===== src/design/obcq_pkg.sv =====
// ----------------------------------------------------------------------------
// obcq_pkg
// Shared widths, codes and types for the oriented box collision query.
// ----------------------------------------------------------------------------
package obcq_pkg;

  localparam int FRAC  = 16;
  localparam int CW    = 32;
  localparam int HW    = 31;
  localparam int MW    = 17;
  localparam int AW    = 18;
  localparam int NW    = 18;
  localparam int DW    = CW + 1;
  localparam int PW    = DW + AW;
  localparam int LW    = PW + 1 - FRAC;
  localparam int BW    = LW + 2;
  localparam int RW    = 31;
  localparam int SW    = $clog2(BW - RW + 1);
  localparam int ROOTW = RW + 1;
  localparam int RADW  = 2 * ROOTW;
  localparam int QW    = FRAC + 1;

  localparam int FRONT_STAGES = 8;
  localparam int SQ_STAGES    = ROOTW / 2;
  localparam int DIV_STAGES   = (QW + 1) / 2;
  localparam int BACK_STAGES  = 3;
  localparam int PIPE_DEPTH   = FRONT_STAGES + SQ_STAGES + DIV_STAGES + BACK_STAGES;

  localparam logic signed [NW-1:0] N_POS    = NW'(longint'(1) << FRAC);
  localparam logic signed [NW-1:0] N_NEG    = -N_POS;
  localparam logic signed [CW-1:0] DIST_MAX = 32'sh7FFFFFFF;
  localparam logic signed [CW-1:0] DIST_MIN = 32'sh80000000;

  typedef enum logic [1:0] {
    REG_INSIDE,
    REG_SHELL,
    REG_SIDE,
    REG_CORNER
  } region_t;

  typedef enum logic [2:0] {
    CFG_CENTER_X,
    CFG_CENTER_Y,
    CFG_HALF_WIDTH,
    CFG_HALF_HEIGHT,
    CFG_AXIS_X,
    CFG_AXIS_Y,
    CFG_MARGIN
  } cfg_index_t;

  typedef struct packed {
    logic signed [CW-1:0] center_x;
    logic signed [CW-1:0] center_y;
    logic [HW-1:0]        half_width;
    logic [HW-1:0]        half_height;
    logic signed [AW-1:0] axis_x;
    logic signed [AW-1:0] axis_y;
    logic [MW-1:0]        margin;
  } cfg_t;

  typedef struct packed {
    logic                 corner;
    region_t              region;
    logic signed [CW-1:0] sdist;
    logic signed [NW-1:0] nx;
    logic signed [NW-1:0] ny;
    logic                 neg_x;
    logic                 neg_y;
    logic [SW-1:0]        sh;
  } item_t;

endpackage


===== src/design/obcq_back.sv =====
// ----------------------------------------------------------------------------
// obcq_back
// Corner result merge, rotation back to world frame, clamp, output register.
// ----------------------------------------------------------------------------
module obcq_back (
  input  logic                          clk,
  input  logic                          rst,
  input  obcq_pkg::cfg_t                cfg,
  input  logic                          in_valid,
  output logic                          in_ready,
  input  obcq_pkg::item_t               in_item,
  input  logic [obcq_pkg::ROOTW-1:0]    in_root,
  input  logic [obcq_pkg::QW-1:0]       in_qx,
  input  logic [obcq_pkg::QW-1:0]       in_qy,
  output logic                          out_valid,
  input  logic                          out_ready,
  output logic signed [obcq_pkg::CW-1:0] distance,
  output logic signed [obcq_pkg::NW-1:0] normal_x,
  output logic signed [obcq_pkg::NW-1:0] normal_y,
  output logic [1:0]                    region
);
  import obcq_pkg::*;

  localparam int CDW = ROOTW + (1 << SW) - 1;
  localparam int XPW = NW + AW;
  localparam int WXW = XPW + 1 - FRAC;

  logic [BACK_STAGES-1:0] v;
  logic [BACK_STAGES:0]   rdy;

  logic signed [CW-1:0]  dist1, dist2;
  logic signed [NW-1:0]  nx1, ny1;
  region_t               reg1, reg2;
  logic signed [XPW-1:0] pxx, pyy, pyx, pxy;

  logic [CDW-1:0]        cw;
  logic signed [CW-1:0]  dist_c;
  logic signed [NW-1:0]  nx_c, ny_c;
  logic [XPW:0]          sx, sy;
  logic signed [WXW-1:0] wx, wy;
  logic signed [NW-1:0]  wx_c, wy_c;

  always_comb begin
    rdy[BACK_STAGES] = out_ready;
    for (int k = BACK_STAGES - 1; k >= 0; k--) begin
      rdy[k] = !v[k] || rdy[k+1];
    end
  end

  always_comb begin
    cw     = CDW'(in_root) << in_item.sh;
    dist_c = in_item.sdist;
    nx_c   = in_item.nx;
    ny_c   = in_item.ny;
    if (in_item.corner) begin
      dist_c = (cw > CDW'(DIST_MAX)) ? DIST_MAX : $signed(cw[CW-1:0]);
      if (in_root == '0) begin
        nx_c = '0;
        ny_c = '0;
      end else begin
        nx_c = in_item.neg_x ? -$signed(NW'(in_qx)) : $signed(NW'(in_qx));
        ny_c = in_item.neg_y ? -$signed(NW'(in_qy)) : $signed(NW'(in_qy));
      end
    end
  end

  always_comb begin
    sx = {pxx[XPW-1], pxx} - {pyy[XPW-1], pyy};
    sy = {pyx[XPW-1], pyx} + {pxy[XPW-1], pxy};
    wx = $signed(sx[XPW:FRAC]);
    wy = $signed(sy[XPW:FRAC]);
    if (wx > N_POS) begin
      wx_c = N_POS;
    end else if (wx < N_NEG) begin
      wx_c = N_NEG;
    end else begin
      wx_c = wx[NW-1:0];
    end
    if (wy > N_POS) begin
      wy_c = N_POS;
    end else if (wy < N_NEG) begin
      wy_c = N_NEG;
    end else begin
      wy_c = wy[NW-1:0];
    end
  end

  always_ff @(posedge clk) begin
    if (rst) begin
      v <= '0;
    end else begin
      if (rdy[0]) begin
        v[0] <= in_valid;
      end
      for (int k = 1; k < BACK_STAGES; k++) begin
        if (rdy[k]) begin
          v[k] <= v[k-1];
        end
      end
    end
  end

  always_ff @(posedge clk) begin
    if (rdy[0]) begin
      dist1 <= dist_c;
      nx1   <= nx_c;
      ny1   <= ny_c;
      reg1  <= in_item.region;
    end
    if (rdy[1]) begin
      dist2 <= dist1;
      reg2  <= reg1;
      pxx   <= nx1 * $signed(cfg.axis_x);
      pyy   <= ny1 * $signed(cfg.axis_y);
      pyx   <= ny1 * $signed(cfg.axis_x);
      pxy   <= nx1 * $signed(cfg.axis_y);
    end
    if (rdy[2]) begin
      distance <= dist2;
      normal_x <= wx_c;
      normal_y <= wy_c;
      region   <= reg2;
    end
  end

  assign in_ready  = rdy[0];
  assign out_valid = v[BACK_STAGES-1];

endmodule


===== config.mk =====
export PLATFORM = sky130hd
export DESIGN_NAME = obcq_back
export DESIGN_NICKNAME = d
export VERILOG_FILES = /design/src/design/obcq_pkg.sv /design/src/design/obcq_back.sv
export SDC_FILE = /design/constraint.sdc
export NUM_CORES = 2
export LEC_CHECK = 0
export BUFFER_PORTS_ARGS = -buffer_cell sky130_fd_sc_hd__buf_2
export CAP_MARGIN = 0
export CORE_UTILIZATION = 60
export DETAILED_ROUTE_END_ITERATION = 6
export HOLD_SLACK_MARGIN = 0.05
export PLACE_DENSITY = 0.76
export REMOVE_ABC_BUFFERS = 1
export SYNTH_ARGS = -nofsm -noshare
export SYNTH_HDL_FRONTEND = slang
export SYNTH_SLANG_ARGS = --single-unit

===== constraint.sdc =====
create_clock -name clk -period 10.9 [get_ports clk]
set_input_delay 2.725 -clock clk [delete_from_list [all_inputs] [get_ports clk]]
set_output_delay 2.725 -clock clk [all_outputs]
set_load 0.05 [all_outputs]

# Word-level counts from Yosys, hierarchy flattened
# Index checks and enable logic that the tools add are counted.
# W data, S select, Z words.
[word_totals]
regBits = 321
inputBits = 325
output_inout_bits = 72
wordCells = 52
[op_classes]
n_addsub = 4
multipliers = 4
n_lt_le_gt_ge = 5
shift = 1
mux = 10
reduce_logical = 9
[op_table]
columns = ["op", "n"]
rows = [
  ["$mul A18 B18 Y36", 4],
  ["$mux W18", 8],
  ["$mux W32", 2],
  ["$gt A21 B18 Y1 const B", 2],
  ["$lt A21 B17 Y1 const B", 2],
  ["$gt A39 B31 Y1 const B", 1],
  ["$shl A32 B3 Y39", 1],
  ["$add A36 B36 Y37", 1],
  ["$sub A36 B36 Y37", 1],
  ["$neg A17 Y18", 2],
  ["$logic_not A32 Y1", 1],
  ["$reduce_or A2 Y1", 2],
  ["$logic_not A1 Y1", 3],
  ["$logic_or A1 B1 Y1", 3],
]

# Depth between registers and ports, before layout
[depth]
word_depth = 4
depth_mapped = 29
mapped_depth_nobuf = 26

# Worst setup path before layout
# No wires, ideal clock.
[synth_timing]
path_type = "input -> register"
start = "input port cfg[38] in the netlist's numbering"
end = "register pxx[29], data pin"
setup_ps = 259
arrival_ps = 8646
required_ps = 10641
path_slack_ps = 1995
cell_stages = 24
n_path_buf = 2
cell_sequence = "clkbuf_1 -> clkbuf_1 -> nand2_1 -> fa_1 -> fa_1 -> fa_1 -> inv_1 -> fa_1 -> fa_1 -> inv_1 -> fa_1 -> inv_1 -> ha_1 -> a21o_1 -> a21o_1 -> a21oi_1 -> nand2_1 -> o21ai_0 -> a21oi_1 -> a221oi_1 -> o311ai_0 -> a21o_1 -> a21oi_1 -> xnor2_1"
[synth_via]
elab_chain_len = 1
[synth_rtl]
columns = ["item", "line_no", "rtl"]
rows = [
  ["start, declared", "obcq_back.sv:8", "input obcq_pkg::cfg_t cfg,"],
  ["$mul A18 B18 Y36", "obcq_back.sv:113", "pxx <= nx1 * $signed(cfg.axis_x);"],
  ["end signal, assigned", "obcq_back.sv:113", ""],
  ["end, declared", "obcq_back.sv:34", "logic signed [XPW-1:0] pxx, pyy, pyx, pxy;"],
]
# No other way between the ends.
# A chain may end at the register's enable or synchronous reset.

# Worst setup path in the final report
[layout_timing]
start = "input port cfg[17] in the netlist's numbering"
end = "register pyy[35], data pin"
[layout_via]
elab_chain_len = 1
[layout_rtl]
columns = ["item", "line_no", "rtl"]
rows = [
  ["$mul A18 B18 Y36", "obcq_back.sv:114", "pyy <= ny1 * $signed(cfg.axis_y);"],
  ["end signal, assigned", "obcq_back.sv:114", ""],
  ["end, declared", "obcq_back.sv:34", ""],
]
# No other way between the ends.

==> impl_summary.md <==
Flow run
Across the run, the number of max-cap violations was 0.

Critical path
At the worst endpoint, the arrival time is 9.91 ns. The worst register-to-register path begins at ny1[17]. The kind of capture point of the worst setup path is a flip-flop. The critical path class is in -> reg. For the worst setup path, the data required time is 11.26 ns.

Along the worst path, the maximum fanout reaches 36. Setup slack on the worst reg-to-reg path comes out at 3.24 ns. The endpoint identified for the worst register-to-register timing path is pyy[35].

The most critical setup path has its startpoint at cfg[17]. The element type at the critical path start is an input port. Counting cells, the worst reg-to-reg path comes to 23. The capturing instance or port of the critical path is pyy[35].

Synthesis
The number of standard cells after synthesis is 6,558. The fraction of registers with async set or reset after synthesis is 0%. The post-synthesis share of cell area spent on xor and xnor gates is 2.937%. The Yosys step of the flow raised 0 warnings.

The post-synthesis compound-gate area fraction is 5.778%. The predominant post-synthesis flop cell is sky130_fd_sc_hd__edfxtp_1. Summing every instance area after synthesis gives 0.06377 mm^2. Dividing the synthesized area by the synthesized cell count gives 9.725 um^2. After synthesis, the largest family of logic cells by area is adder cells.

In this run, synthesis inferred 318 flip-flops with an integrated enable. After synthesis, the netlist uses 85 different library cells. The share of synthesized cell area in and, or, nand and nor gates is 13.78%.

Of the synthesized area, sequential elements account for 15.07%. The adder and majority cell fraction of the synthesized area is 50.02%. The synthesized design contains 321 register bits. After synthesis, the share of cell area in mux cells is 1.299%.

STA
Counting I/O delays and the setup requirement, the final critical path takes 9.557 ns. The accumulated negative setup slack is 0 ns. Clock skew on the completed layout was measured at 0.04447 ns. The number of slew-limit violations in the final report came to 0. The total count of hold-check failures in the final report is 0. Setup repair after global routing left no endpoint under its margin. The portion of the clock cycle consumed by the worst path in the final layout is 87.68%. Timing would allow up to 104.6 MHz.

Setup violations remaining at the end of the flow were counted as 0. At the pin with the least slew margin, the transition time is 1.066 ns. Measured against its own limit, the worst slew margin works out to 28.26%. The worst hold-check slack is 0.4153 ns.

CTS
The number of hold buffers added after CTS was 0. The post-CTS setup-driven buffer insertion count is 0. The cell sitting at the root of the clock tree is a sky130_fd_sc_hd__clkbuf_16. The H-tree depth reported by CTS is 2. The CTS sink count is 321. The number of resized instances in the post-cts repair step is 0.

The number of buffers created by CTS is 39. The worst-case clock buffer depth is 3. The clock reaches the later pin of the worst-skew pair after 0.62 ns. Clock-pin slew was measured on the worst setup and hold paths at 0.06 ns.

TritonCTS built the clock tree.

Global route
Global routing finished with a remaining overflow of 0. The pin count of the biggest net entering global routing is 103. The first global-routing pass estimated 260,900 um of wire. Global routing used 31.35% of the available tracks. The number of global-route vias before repair came to 48,430.

The number of antenna violations at the first check in global routing is 7.

Floorplanning
Once the floorplan was initialized, standard cells occupied 60.58% of the core. Measured along the y axis, the die boundary spans 328.0 um. The full die area is 0.1076 mm^2. The number of standard-cell rows in the floorplan is 119. The standard cell core area is 0.1053 mm^2. Measured along the x axis, the die boundary spans 328.0 um. The top-level I/O count is 397.

Detailed routing
The number of DRC markers after the initial detailed-route iteration is 3,187. The total detailed-routing wirelength is 158,700 um. After detailed routing, the number of remaining DRC violations is 0.

The post-detailed-route count of antenna-violating nets is 0. Using the TritonRoute via totals, the vias-per-cell ratio works out to 5.617. The pre-antenna-repair detailed-routing pass consisted of 7 iterations.

The routed length per instance is 19.75 um. Across all layers, the routed design uses 45,120 vias.

Layout
In the layout the commonest cells are sky130_fd_sc_hd__inv_1, sky130_fd_sc_hd__fa_1, sky130_fd_sc_hd__nand2_1, sky130_fd_sc_hd__and2_1, sky130_fd_sc_hd__ha_1. For this run, the share of the core covered by cells in the final layout is 64.07%. Leaving out fill and tap cells, the most frequent cell in the layout is sky130_fd_sc_hd__inv_1. The count of cells in the finished layout, fillers not included, comes to 8,033. The net count of the finished layout is 8,695. Counting the fill cells in the layout gives 8,458. From synthesis to final layout, the design area changed by 5.758%. In the final layout, the multi-input gates occupy 0.04710 mm^2. Across the whole layout, storage elements account for 0.009609 mm^2.

Of the cells placed in the final design, the portion with a size suffix greater than 1 is 6.793%.

Place
The number of buffer cells added on primary ports is 253. The HPWL reported at the end of detailed placement is 122,900 um. The congestion estimate from routability-driven global placement came to 0.9239.

The number of placed cells counting well taps is 7,960.

Min path
The min-delay analysis places its worst path in the category reg -> reg.

Run status
The flow ran to the end, and the final reports show no timing, DRC or antenna violations.
cells in the mapped netlist (4+ instances only):
| master | number | area share (%) |
|---|---|---|
| sky130_fd_sc_hd__or2_1 | 4 | 0.039 |
| sky130_fd_sc_hd__a2111o_1 | 4 | 0.071 |
| sky130_fd_sc_hd__xor2_1 | 64 | 0.88 |
| sky130_fd_sc_hd__clkbuf_1 | 303 | 1.8 |
| sky130_fd_sc_hd__nor3_1 | 20 | 0.16 |
| sky130_fd_sc_hd__o22ai_1 | 41 | 0.40 |
| sky130_fd_sc_hd__nand2_1 | 669 | 3.9 |
| sky130_fd_sc_hd__and3_1 | 16 | 0.16 |
| sky130_fd_sc_hd__nor2_1 | 187 | 1.1 |
| sky130_fd_sc_hd__o21a_1 | 25 | 0.29 |
| sky130_fd_sc_hd__o21ba_2 | 4 | 0.063 |
| sky130_fd_sc_hd__nor4_1 | 13 | 0.13 |
| sky130_fd_sc_hd__a311o_1 | 4 | 0.063 |
| sky130_fd_sc_hd__o31a_1 | 6 | 0.082 |
| sky130_fd_sc_hd__ha_1 | 444 | 8.7 |
| sky130_fd_sc_hd__a31oi_1 | 16 | 0.16 |
| sky130_fd_sc_hd__a21o_1 | 55 | 0.65 |
| sky130_fd_sc_hd__a211oi_1 | 18 | 0.21 |
| sky130_fd_sc_hd__nor2b_1 | 27 | 0.26 |
| sky130_fd_sc_hd__o211ai_1 | 10 | 0.12 |
| sky130_fd_sc_hd__xnor2_1 | 148 | 2.0 |
| sky130_fd_sc_hd__a211o_1 | 4 | 0.055 |
| sky130_fd_sc_hd__o41ai_1 | 6 | 0.082 |
| sky130_fd_sc_hd__a21oi_1 | 176 | 1.4 |
| sky130_fd_sc_hd__nand4b_1 | 4 | 0.055 |
| sky130_fd_sc_hd__nand2b_1 | 41 | 0.40 |
| sky130_fd_sc_hd__inv_1 | 1576 | 9.3 |
| sky130_fd_sc_hd__o21ai_0 | 83 | 0.65 |
| sky130_fd_sc_hd__o21ai_1 | 15 | 0.12 |
| sky130_fd_sc_hd__nand4_1 | 21 | 0.21 |
| sky130_fd_sc_hd__nand3b_1 | 5 | 0.059 |
| sky130_fd_sc_hd__mux2i_1 | 31 | 0.49 |
| sky130_fd_sc_hd__or2_2 | 7 | 0.069 |
| sky130_fd_sc_hd__o31ai_1 | 20 | 0.24 |
| sky130_fd_sc_hd__edfxtp_1 | 318 | 15 |
| sky130_fd_sc_hd__mux4_2 | 18 | 0.64 |
| sky130_fd_sc_hd__fa_1 | 1316 | 41 |
| sky130_fd_sc_hd__o21bai_1 | 21 | 0.25 |
| sky130_fd_sc_hd__mux2_2 | 9 | 0.16 |
| sky130_fd_sc_hd__nand3_1 | 39 | 0.31 |
| sky130_fd_sc_hd__or4_1 | 11 | 0.13 |
| sky130_fd_sc_hd__a21oi_2 | 11 | 0.15 |
| sky130_fd_sc_hd__and2_1 | 660 | 6.5 |
| sky130_fd_sc_hd__or3_1 | 18 | 0.18 |
registers in the layout, summed over array words and instances (netlist names), 18 cells and up:
register,flops
pyy,36
distance,32
ny1,18
pyx,36
dist1,32
normal_x,18
normal_y,18
pxy,36
nx1,18
dist2,32
pxx,36
per-stage QoR:
step | worst slack (ns) | cell area, um^2
3_3_place_gp | 1.080 | 66140
6_report | 1.343 | 67450
2_1_floorplan | 2.371 | 62610
5_1_grt | 1.019 | 67440
4_1_cts | 1.549 | 67440
3_5_place_dp | 0.9053 | 66140
cells by family (layout without fill, tap and decap cells):
kind of cell | Yosys count | count (layout)
and+or+nand+nor | 1751 | 1751
adders and majority gates | 1760 | 1760
buffers and inverters | 1886 | 1967
other | 0 | 3
AOI/OAI and AO/OA | 568 | 568
DFF | 321 | 321
xor gates and xnor gates | 213 | 213
muxes | 59 | 59
cell type report:
type,instances,area share [%]
well taps,1391,2.580
diodes,3,0.01113
multi-input cells,4351,69.83
clock buffers,46,1.517
repair buffers,318,2.601
inverters,1579,8.800
clock inverters,24,0.4100
flip-flops and latches,321,14.25
worst max-delay path, stage by stage:
cell,delay [ns]
sky130_fd_sc_hd__buf_2,0.59
sky130_fd_sc_hd__nand2_1,0.19
sky130_fd_sc_hd__inv_1,0.18
sky130_fd_sc_hd__fa_1,0.46
sky130_fd_sc_hd__inv_1,0.21
sky130_fd_sc_hd__fa_1,0.46
sky130_fd_sc_hd__inv_1,0.10
sky130_fd_sc_hd__ha_1,0.37
sky130_fd_sc_hd__inv_1,0.27
sky130_fd_sc_hd__fa_1,0.54
sky130_fd_sc_hd__inv_1,0.05
sky130_fd_sc_hd__fa_1,0.52
sky130_fd_sc_hd__inv_1,0.05
sky130_fd_sc_hd__fa_1,0.47
sky130_fd_sc_hd__inv_1,0.04
sky130_fd_sc_hd__ha_1,0.22
sky130_fd_sc_hd__a2111o_1,0.41
sky130_fd_sc_hd__a2111oi_0,0.90
sky130_fd_sc_hd__nor3b_1,0.25
sky130_fd_sc_hd__o21ai_0,0.41
sky130_fd_sc_hd__a21oi_1,0.18
sky130_fd_sc_hd__o22ai_1,0.17
sky130_fd_sc_hd__xnor2_1,0.10
per-layer routing:
layer	up-vias	part of all wire, %	track usage, %	wire, um
met5	-	0.034	0	54
met4	8	5.8	15.03	9230
met3	279	8.8	5.266	14030
met2	1912	46	49.05	72440
met1	23020	40	42.81	62910
li1	19900	-	-	-
how the worst min path moves through the flow:
stage                         start           end  slack [ns]  cells after the start
after floorplan            dist1[0]      dist2[0]        0.40                      0
after global placement      reg1[1]       reg2[1]        0.40                      0
after detailed placement   dist1[4]      dist2[4]        0.40                      0
after CTS                 dist1[12]     dist2[12]        0.41                      0
after global routing      dist2[28]  distance[28]        0.42                      0
final                     dist1[12]     dist2[12]        0.42                      0
Power is left out: the tool's default activity adds up to more than one toggle a clock period on the data nets, which glitch-free logic cannot reach.
